`src/design/sbmq_pkg.sv`:
```
// ----------------------------------------------------------------------------
// sbmq_pkg
// Shared types, sizes and helpers for the shared-buffer multi-queue block.
// ----------------------------------------------------------------------------
package sbmq_pkg;

  // pool and queue sizing
  localparam int SLOT_COUNT  = 256;
  localparam int QUEUE_COUNT = 8;
  localparam int SLOT_W      = $clog2(SLOT_COUNT);
  localparam int PTR_W       = SLOT_W + 1;
  localparam int QID_W       = 3;
  localparam int DATA_W      = 32;

  // null pointer: anything at or above SLOT_COUNT
  localparam logic [PTR_W-1:0] NIL_PTR = PTR_W'(SLOT_COUNT);

  // command queue between front and back
  localparam int FQ_DEPTH = 2;
  localparam int FQ_W     = $clog2(FQ_DEPTH);

  typedef enum logic {
    OP_ENQ = 1'b0,
    OP_DEQ = 1'b1
  } op_t;

  typedef enum logic [1:0] {
    ST_DONE  = 2'd0,
    ST_FULL  = 2'd1,
    ST_EMPTY = 2'd2
  } status_t;

  typedef struct packed {
    op_t                      op;
    logic [QID_W-1:0]         qid;
    logic signed [DATA_W-1:0] value;
  } item_t;

  typedef struct packed {
    status_t                  status;
    logic signed [DATA_W-1:0] data;
    logic                     pool_full;
    logic                     queue_empty;
  } res_t;

  function automatic logic is_nil(input logic [PTR_W-1:0] ptr);
    return ptr >= NIL_PTR;
  endfunction

endpackage

```
`src/design/sbmq_front.sv`:
```
// ----------------------------------------------------------------------------
// sbmq_front
// Takes commands, decodes the operation and holds them in a short queue
// until the back end is ready for them.
// ----------------------------------------------------------------------------
module sbmq_front (
  input  logic                              clk,
  input  logic                              rst_n,
  input  logic                              push,
  input  logic                              in_mode,
  input  logic [sbmq_pkg::QID_W-1:0]        in_queue_id,
  input  logic signed [sbmq_pkg::DATA_W-1:0] in_value,
  output logic                              full,
  output logic                              item_valid,
  output sbmq_pkg::item_t                   item,
  input  logic                              pop
);

  sbmq_pkg::item_t             fq_mem [sbmq_pkg::FQ_DEPTH];
  logic [sbmq_pkg::FQ_W-1:0]   wr_ptr_r, wr_ptr_nxt;
  logic [sbmq_pkg::FQ_W-1:0]   rd_ptr_r, rd_ptr_nxt;
  logic [sbmq_pkg::FQ_W:0]     count_r, count_nxt;
  sbmq_pkg::item_t             dec_item;

  // decode the incoming transfer
  always_comb begin
    dec_item.op    = in_mode ? sbmq_pkg::OP_DEQ : sbmq_pkg::OP_ENQ;
    dec_item.qid   = in_queue_id;
    dec_item.value = in_value;
  end

  assign full       = (count_r == (sbmq_pkg::FQ_W+1)'(sbmq_pkg::FQ_DEPTH));
  assign item_valid = (count_r != '0);
  assign item       = fq_mem[rd_ptr_r];

  // pointer and count update
  always_comb begin
    wr_ptr_nxt = wr_ptr_r;
    rd_ptr_nxt = rd_ptr_r;
    count_nxt  = count_r;
    if (push) begin
      wr_ptr_nxt = (wr_ptr_r == sbmq_pkg::FQ_W'(sbmq_pkg::FQ_DEPTH-1)) ? '0 : wr_ptr_r + 1'b1;
    end
    if (pop) begin
      rd_ptr_nxt = (rd_ptr_r == sbmq_pkg::FQ_W'(sbmq_pkg::FQ_DEPTH-1)) ? '0 : rd_ptr_r + 1'b1;
    end
    case ({push, pop})
      2'b10:   count_nxt = count_r + 1'b1;
      2'b01:   count_nxt = count_r - 1'b1;
      default: count_nxt = count_r;
    endcase
  end

  always_ff @(posedge clk) begin
    if (!rst_n) begin
      wr_ptr_r <= '0;
      rd_ptr_r <= '0;
      count_r  <= '0;
    end else begin
      wr_ptr_r <= wr_ptr_nxt;
      rd_ptr_r <= rd_ptr_nxt;
      count_r  <= count_nxt;
    end
  end

  // queue storage
  always_ff @(posedge clk) begin
    if (push) begin
      fq_mem[wr_ptr_r] <= dec_item;
    end
  end

endmodule

```
`config.mk`:
```
export PLATFORM = sky130hd
export DESIGN_NAME = sbmq_front
export DESIGN_NICKNAME = d
export VERILOG_FILES = /design/src/design/sbmq_pkg.sv /design/src/design/sbmq_front.sv
export SDC_FILE = /design/constraint.sdc
export NUM_CORES = 1
export LEC_CHECK = 0
export BUFFER_PORTS_ARGS = -buffer_cell sky130_fd_sc_hd__buf_2
export CAP_MARGIN = 40
export CORE_ASPECT_RATIO = 0.6
export CORE_MARGIN = 4
export CORE_UTILIZATION = 51
export DETAILED_ROUTE_END_ITERATION = 8
export PLACE_DENSITY_LB_ADDON = 0.1
export SLEW_MARGIN = 15
export SYNTH_ARGS = -nofsm -noshare
export SYNTH_HDL_FRONTEND = slang
export SYNTH_SLANG_ARGS = --single-unit
```
`constraint.sdc`:
```
create_clock -name clk -period 2.7 [get_ports clk]
set_input_delay 0.27 -clock clk [delete_from_list [all_inputs] [get_ports clk]]
set_output_delay 0.27 -clock clk [all_outputs]
set_load 0.01 [all_outputs]
```
==> impl_metrics.py, run 1 <==
metrics = {
    "power": {
        "p_clk_share_pct": 28.2,
        "leakage_nw": 1.31,
        "power_per_cell_area_nw_per_um2": 676,
        "power.internal_mw": 1.83,
        "pwr-share-comb_pct": 11.8,
        "peakVddDrop_v": 0.000375,
        "power_frac_seq_pct": 60.1,
        "p_sw_share_pct": 21.5,
        "p_sw_uw": 501,
    },
    "clock_tree": {
        "clk_pin_slew_ns": 0.07,
        "cts_buffers": 9,
        "htreeDepth": 3,
        "clkSinkCount": 77,
        "clkLatencyLatePin_ns": 0.32,
        "cts-resized-gates": 0,
        "root_buffer": "clkbuf_8",
        "cts_tree": "yes",
        "post-cts-setup-buffer-count": 0,
        "cts_hold_buffers": 0,
        "clockBufferDepth": 2,
    },
    "timing": {
        "period_needed_ns": 2.09,
        "fin_skew_ns": 0.00592,
        "finalSetupViolations": 0,
        "slew_viol_final": 0,
        "relSlewSlack_pct": 59.1,
        "finalSetupTns_ns": 0,
        "worst_slew_pin_slew_ns": 0.613,
        "hold_violations": 0,
        "fmax_mhz": 479,
        "finalCritPeriodShare_pct": 77.3,
        "rsz0062_at_grt": "false",
    },
    "worst_setup_path": {
        "path_cells": "buf_12 > mux2_2 > buf_2",
        "rr_startpoint": "wr_ptr_r$_SDFFE_PN0P_",
        "cp.required_ns": 2.43,
        "slowest_delay_ns": 0.71,
        "worst-r2r-cell-count": 2,
        "crit_type": "flop to output port",
        "r2r-end": "fq_mem[0][3]$_DFFE_PP_",
        "critPathSlowestCell": "dfxtp_1",
        "cp.arrival_ns": 1.82,
        "end_kind": "output port",
        "rrSetupSlack_ns": 1.37,
        "start_kind": "flop",
        "path_max_fanout": 25,
    },
    "synthesis": {
        "synth_top_family_by_area": "multiplexers",
        "ys_top_cells_by_area": "edfxtp_1 77%, mux2_2 14%, dfxtp_1 3.6%, and2_1 0.89%, xnor2_1 0.62%",
        "synthArstFlopShare_pct": 0,
        "synth-simple-area-share_pct": 2.00,
        "syn_inst": 134,
        "synth_top_area_share_pct": 77.0,
        "yosys.area.top_type": "edfxtp_1",
        "synth_edf_count": 72,
        "avgSynthCellArea_um2": 21.0,
        "synthMuxAreaShare_pct": 14.4,
        "synth_area_um2": 2810,
        "yosysWarningCount": 0,
        "ys_seq_area_share_pct": 80.5,
        "synthXorXnorAreaFrac_pct": 0.935,
        "synth_fa_ha_area_share_pct": 0.445,
        "synth_compound_area_share_pct": 0.713,
        "ys_ff_latch": 77,
        "synth_ff_type": "edfxtp_1",
        "yosysUniqueCellTypes": 18,
        "syn_nets": 175,
    },
    "global_routing": {
        "antenna_found_initial": 0,
        "grt_pass1_vias": 1558,
        "grt_usage_pct": 14.5,
        "grt_max_degree": 37,
        "grt_first_pass_wirelength_um": 7360,
        "globalRoute.totalOverflow": 0,
    },
    "detailed_routing": {
        "routedWlPerCell_um": 16.1,
        "drt_iter0_markers": 28,
        "drtPass1Iterations": 4,
        "drc": 0,
        "vias": 1442,
        "drt-total-wl_um": 4670,
        "via_per_inst": 4.96,
        "antenna_left": 0,
    },
    "min_path": {
        "hp-start": "in_value[7]",
        "whs_endpoint": "fq_mem[0][7]$_DFFE_PP_",
        "min_path_cells": 1,
        "hp-class": "primary input to flop",
    },
    "die": {
        "ios": 78,
        "dieHeight_um": 65.5,
        "start_util_pct": 54.2,
        "die_area_um2": 6800,
        "placementRows": 20,
        "fp.coreArea_um2": 5180,
        "dieWidth_um": 104,
    },
    "finish": {
        "antennaDiodeCount": 0,
        "layout-drive-gt1-share_pct": 58.2,
        "n_fill_cell": 383,
        "final_util_pct": 66.6,
        "syn_to_final_growth_pct": 22.8,
        "nets": 263,
    },
    "run": {
        "cap_violations": 0,
    },
    "placement": {
        "port_buffers": 77,
        "dp_hpwl_um": 3220,
        "place_congestion": 0.726,
    },
    "outcome": {
        "status": "finished clean",
    },
}
## power groups by stage
stage          Clock, mW  Sequential (mW)  Combinational [mW]
2_1_floorplan          0             1.42               0.163
3_3_place_gp           0             1.42               0.273
3_5_place_dp           0             1.43               0.278
4_1_cts            0.683             1.40               0.280
5_1_grt            0.740             1.41               0.300
6_report           0.656             1.40               0.275
## per-layer routing
metal | vias to the layer above | part of all wire [%] | routed length [µm] | GRT usage (%)
met3 | 4 | 7.6 | 355 | 5.79
met4 | 0 | 0.60 | 28 | 4.98
li1 | 697 | - | - | -
met2 | 46 | 50 | 2340 | 25.4
met1 | 695 | 42 | 1950 | 16.4
met5 | - | 0 | 0 | 0
## cells by family (layout without fill, tap and decap cells)
| group | after synthesis | in the layout |
|---|---|---|
| AO/OA/AOI/OAI | 3 | 3 |
| XOR/XNOR | 3 | 3 |
| adder cells (fa/ha/maj) | 1 | 1 |
| buffers and inverters | 5 | 96 |
| flip-flops | 77 | 77 |
| multiplexers | 36 | 36 |
| AND/OR/NAND/NOR | 9 | 9 |
## Yosys cell counts (all sizes together) (2+ instances only)
cell type  instances
buf                4
edfxtp            72
mux2              36
xnor2              2
and2               4
dfxtp              5
## registers in the layout, indices dropped and copies added, names as in the netlist, named ones only
| signal | count |
|---|---|
| count_r | 2 |
| fq_mem | 72 |
| rd_ptr_r | 1 |
| wr_ptr_r | 1 |
## worst max-delay path: cells and delay by family, from the launching register on
kind	cells	cell delay, ns
flops	1	0.71
buf+inv	2	0.41
mux	1	0.37
## cell type report
class / count / area [µm²] / share of cell area (%)
Clock inverter: 4 / 17.5 / 0.508
Tap cell: 66 / 82.6 / 2.39
Inverter: 1 / 3.75 / 0.109
Sequential cell: 77 / 2260 / 65.6
Timing Repair Buffer: 81 / 428 / 12.4
Multi-Input combinational cell: 52 / 528 / 15.3
Clock buffer: 10 / 128 / 3.70
## worst max-delay path by stage
stage / slack [ns] / start / to / cells past startpoint
detailed placement: 0.93 / flop / item[2] / 3
global placement: 1.00 / flop / item[15] / 3
floorplan: 0.40 / push / fq_mem[0][0]$_DFFE_PP_ / 2
finish: 0.61 / flop / item[2] / 3
CTS: 0.57 / flop / item[2] / 3
global route: 0.52 / flop / item[2] / 3
## through the flow
stage | area, µm² | std cells | hold slack (ns) | power [mW] | setup slack (ns)
CTS | 3450 | 291 | 0.115 | 2.36 | 0.570
detailed placement | 3300 | 277 | 0.461 | 1.71 | 0.926
global route | 3450 | 291 | 0.105 | 2.45 | 0.519
finish | 3450 | 291 | 0.132 | 2.33 | 0.612
floorplan | 2810 | 134 | 0.369 | 1.58 | 0.396
global placement | 3300 | 277 | 0.457 | 1.70 | 1.00
## placed cells by master, fill, tap and decap left out
cell type  instances
nor2_4             1
o21a_1             1
edfxtp_1          72
clkinv_1           2
buf_2             77
o21ai_0            1
mux2_2            36
dfxtp_1            5
clkbuf_1           1
and2_1             4
clkinv_2           2
xor2_1             1
clkbuf_8           9
buf_4              3
or3_1              1
nor2b_1            1
xnor2_1            2
ha_1               1
buf_12             1
inv_1              1
a21boi_1           1
or2_2              1
and2b_2            1
(Power assumes the default switching activity.)
==> run 2, diff against run 1 <==
==> constraint.sdc (replaced) <==
create_clock -name clk -period 2.1 [get_ports clk]
set_input_delay 0.21 -clock clk [delete_from_list [all_inputs] [get_ports clk]]
set_output_delay 0.21 -clock clk [all_outputs]
set_load 0.01 [all_outputs]
==> impl_metrics.py, run 2 (synthesized netlist as in run 1, its figures left out) <==
metrics = {
    "outcome": {
        "status": "finished clean",
    },
    "clock_tree": {
        "clkLatencyLatePin_ns": 0.34,
        "cts_tree": "yes",
        "clkSinkCount": 77,
        "cts_hold_buffers": 0,
        "clockBufferDepth": 2,
        "clk_pin_slew_ns": 0.08,
        "post-cts-setup-buffer-count": 0,
        "root_buffer": "clkbuf_8",
        "cts-resized-gates": 0,
        "htreeDepth": 3,
        "cts_buffers": 9,
    },
    "global_routing": {
        "grt_usage_pct": 15.3,
        "globalRoute.totalOverflow": 0,
        "grt_pass1_vias": 1567,
        "grt_first_pass_wirelength_um": 7680,
        "antenna_found_initial": 0,
        "grt_max_degree": 29,
    },
    "placement": {
        "port_buffers": 77,
        "place_congestion": 0.692,
        "dp_hpwl_um": 3210,
    },
    "finish": {
        "final_cell_mix": "77 x buf_2, 72 x edfxtp_1, 36 x mux2_2",
        "antennaDiodeCount": 0,
        "top_regs": "fq_mem x72, count_r x2",
        "nets": 262,
        "n_fill_cell": 341,
        "largest_reg_flops": 72,
        "layout-drive-gt1-share_pct": 60.2,
        "final_common_cell": "buf_2",
        "syn_to_final_growth_pct": 26.9,
        "regMostFlops": "fq_mem",
    },
    "timing": {
        "slew_viol_final": 0,
        "worst_slew_pin_slew_ns": 0.447,
        "fmax_mhz": 561,
        "finalCritPeriodShare_pct": 84.9,
        "finalSetupTns_ns": 0,
        "relSlewSlack_pct": 70.1,
        "rsz0062_at_grt": "false",
        "hold_violations": 0,
        "finalSetupViolations": 0,
        "fin_skew_ns": 0.00772,
        "period_needed_ns": 1.78,
    },
    "die": {
        "die_area_um2": 6800,
        "fp.coreArea_um2": 5180,
        "start_util_pct": 54.2,
        "ios": 78,
        "dieWidth_um": 104,
        "placementRows": 20,
        "dieHeight_um": 65.5,
    },
    "run": {
        "cap_violations": 0,
    },
    "worst_setup_path": {
        "path_max_fanout": 28,
        "crit_type": "flop to output port",
        "cp.required_ns": 1.89,
        "start_kind": "flop",
        "cp.arrival_ns": 1.57,
        "end_kind": "output port",
    },
    "power": {
        "leakage_nw": 1.36,
        "peakVddDrop_v": 0.000630,
        "power_mw": 3.45,
        "power_per_cell_area_nw_per_um2": 967,
    },
    "detailed_routing": {
        "via_per_inst": 5.01,
        "vias": 1464,
        "drt-total-wl_um": 4730,
        "drtPass1Iterations": 4,
        "routedWlPerCell_um": 16.2,
        "drc": 0,
        "drt_iter0_markers": 72,
        "antenna_left": 0,
    },
    "min_path": {
        "hp-class": "primary input to flop",
    },
}
## run 2: cell type report
cell class | instances | area [µm²] | share of cell area [%]
flip-flops and latches | 77 | 2260 | 63.5
multi-input cells | 52 | 529 | 14.9
repair buffers | 80 | 445 | 12.5
clock buffers | 10 | 128 | 3.58
clock inverters | 6 | 111 | 3.13
well taps | 66 | 82.6 | 2.32
inverters | 1 | 3.75 | 0.105
## run 2: path summary, 6_finish.rpt
path | from | end | slack, ns | depth (start not counted)
setup / recovery | flop | item[30] | 0.32 | 3
hold / removal | in_queue_id[2] | fq_mem[1][34]$_DFFE_PP_ | 0.05 | 1
setup reg to reg | wr_ptr_r$_SDFFE_PN0P_ | fq_mem[1][4]$_DFFE_PP_ | 0.78 | 2
hold reg to reg | count_r[1]$_SDFFE_PN0P_ | count_r[1]$_SDFFE_PN0P_ | 0.52 | 2
## run 2: worst max-delay path: stages (launching register included)
cell	delay (ns)
dfxtp_2	0.47
buf_12	0.23
mux2_2	0.36
buf_2	0.14
## run 2: layer usage
layer | vias to the layer above | track usage, % | wire length [µm]
met5 | - | 0 | 0
met4 | 0 | 6.97 | 64
met3 | 9 | 6.87 | 326
met2 | 57 | 25.3 | 2310
met1 | 705 | 17.4 | 2030
li1 | 693 | - | -
## run 2: power breakdown
part / total, mW / switching [mW] / internal (mW) / leakage, nW
combinational: 0.360 / 0.176 / 0.184 / 0.522
sequential: 1.80 / 0.0287 / 1.77 / 0.718
clock: 1.29 / 0.500 / 0.789 / 0.116
total: 3.45 / 0.705 / 2.74 / 1.36
## run 2: stage by stage
stage	hold WS (ns)	instance area (µm²)	util (%)	worst slack, ns	instances
floorplan	0.309	2810	-	0.409	134
global placement	0.398	3320	64.2	0.705	276
detailed placement	0.402	3320	64.2	0.679	276
CTS	0.0316	3560	68.8	0.299	292
global route	0.0201	3560	68.8	0.230	292
finish	0.0523	3560	68.8	0.317	292
==> run 3, diff against run 2 <==
==> constraint.sdc (replaced) <==
create_clock -name clk -period 1.7 [get_ports clk]
set_input_delay 0.17 -clock clk [delete_from_list [all_inputs] [get_ports clk]]
set_output_delay 0.17 -clock clk [all_outputs]
set_load 0.01 [all_outputs]
==> impl_metrics.py, run 3 (synthesized netlist as in run 1, its figures left out) <==
metrics = {
    "timing": {
        "worst_slew_pin_slew_ns": 0.319,
        "period_needed_ns": 1.61,
        "relSlewSlack_pct": 78.7,
        "hold_violations": 0,
        "finalSetupViolations": 0,
        "finalCritPeriodShare_pct": 94.6,
        "fin_skew_ns": 0.00792,
        "fmax_mhz": 622,
        "slew_viol_final": 0,
        "rsz0062_at_grt": "false",
        "fin_ws_ns": 0.0919,
        "finalSetupTns_ns": 0,
    },
    "finish": {
        "antennaDiodeCount": 0,
        "syn_to_final_growth_pct": 23.8,
        "final_common_cell": "buf_2",
        "finalNonFillerCells": 296,
        "final_cell_mix": "77 x buf_2, 72 x edfxtp_1, 36 x mux2_2",
        "largest_reg_flops": 72,
        "final_util_pct": 67.1,
        "regMostFlops": "fq_mem",
        "layout-drive-gt1-share_pct": 58.7,
        "nets": 267,
        "top_regs": "fq_mem x72, count_r x2",
    },
    "clock_tree": {
        "clockBufferDepth": 2,
        "cts_buffers": 9,
        "root_buffer": "clkbuf_8",
        "clk_pin_slew_ns": 0.07,
        "clkLatencyLatePin_ns": 0.33,
        "cts_tree": "yes",
        "post-cts-setup-buffer-count": 0,
        "clkSinkCount": 77,
        "cts_hold_buffers": 0,
        "cts-resized-gates": 0,
        "htreeDepth": 3,
    },
    "detailed_routing": {
        "antenna_left": 0,
        "drt-total-wl_um": 4760,
        "drtPass1Iterations": 3,
        "via_per_inst": 4.93,
        "drc": 0,
        "drt_iter0_markers": 41,
        "vias": 1459,
        "routedWlPerCell_um": 16.1,
    },
    "outcome": {
        "status": "finished clean",
    },
    "power": {
        "power_frac_seq_pct": 59.2,
        "p_sw_uw": 817,
        "leakage_nw": 1.33,
        "p_clk_share_pct": 28.9,
        "power_per_cell_area_nw_per_um2": 1080,
        "power_mw": 3.74,
        "peakVddDrop_v": 0.000593,
        "power.internal_mw": 2.92,
        "p_sw_share_pct": 21.8,
        "pwr-share-comb_pct": 11.9,
    },
    "die": {
        "dieWidth_um": 104,
        "fp.coreArea_um2": 5180,
        "placementRows": 20,
        "dieHeight_um": 65.5,
        "die_area_um2": 6800,
        "ios": 78,
        "start_util_pct": 54.2,
    },
    "global_routing": {
        "grt_first_pass_wirelength_um": 7620,
        "globalRoute.totalOverflow": 0,
        "antenna_found_initial": 0,
        "grt_max_degree": 25,
        "grt_usage_pct": 15.0,
        "grt_pass1_vias": 1570,
    },
    "min_path": {
        "hp-class": "primary input to flop",
        "min_path_cells": 1,
    },
    "placement": {
        "placed_cells": 279,
        "dp_hpwl_um": 3270,
        "place_congestion": 0.681,
        "place_ws_ns": 0.436,
        "port_buffers": 77,
    },
    "run": {
        "cap_violations": 0,
    },
    "worst_setup_path": {
        "start_kind": "flop",
        "end_kind": "output port",
        "cp.required_ns": 1.53,
        "worst-r2r-cell-count": 2,
        "crit_type": "flop to output port",
        "path_max_fanout": 19,
        "cp.arrival_ns": 1.44,
    },
}
run 3: final cells by class:
class                   instances  area (µm²)
well taps                      66        82.6
fillers                       355        1700
clock inverters                 3        13.8
inverters                       1        3.75
flip-flops and latches         77        2260
multi-input cells              52         529
repair buffers                 85         450
clock buffers                  12         135
run 3: per-layer routing:
| layer | track usage, % | up-vias | wire length [µm] |
|---|---|---|---|
| met3 | 6.28 | 6 | 320 |
| met4 | 6.47 | 0 | 42 |
| li1 | - | 706 | - |
| met1 | 16.5 | 702 | 1930 |
| met5 | 0 | - | 0 |
| met2 | 26.2 | 45 | 2470 |
run 3: power groups by stage:
stage | Clock, mW | Combinational [mW] | Sequential [mW]
after global routing | 1.22 | 0.489 | 2.22
after global placement | 0 | 0.437 | 2.25
final | 1.08 | 0.447 | 2.21
after detailed placement | 0 | 0.450 | 2.26
after CTS | 1.12 | 0.453 | 2.22
after floorplan | 0 | 0.259 | 2.25
run 3: path summary, 6_finish.rpt:
check                     startpoint                      end  slack (ns)
min reg2reg  count_r[1]$_SDFFE_PN0P_  count_r[1]$_SDFFE_PN0P_        0.54
min                     in_value[18]  fq_mem[1][18]$_DFFE_PP_        0.03
max reg2reg    wr_ptr_r$_SDFFE_PN0P_  fq_mem[1][23]$_DFFE_PP_        0.48
max                             flop                 item[24]        0.09
run 3: stage by stage:
stage | hold WS (ns) | instance area [µm²]
3_3_place_gp | 0.358 | 3310
5_1_grt | 0.00362 | 3480
3_5_place_dp | 0.361 | 3310
4_1_cts | 0.00607 | 3460
2_1_floorplan | 0.269 | 2810
6_report | 0.0287 | 3480
run 3: critical path: stages (launching register included):
cell	delay (ns)
dfxtp_2	0.33
buf_4	0.26
mux2_2	0.37
buf_2	0.14
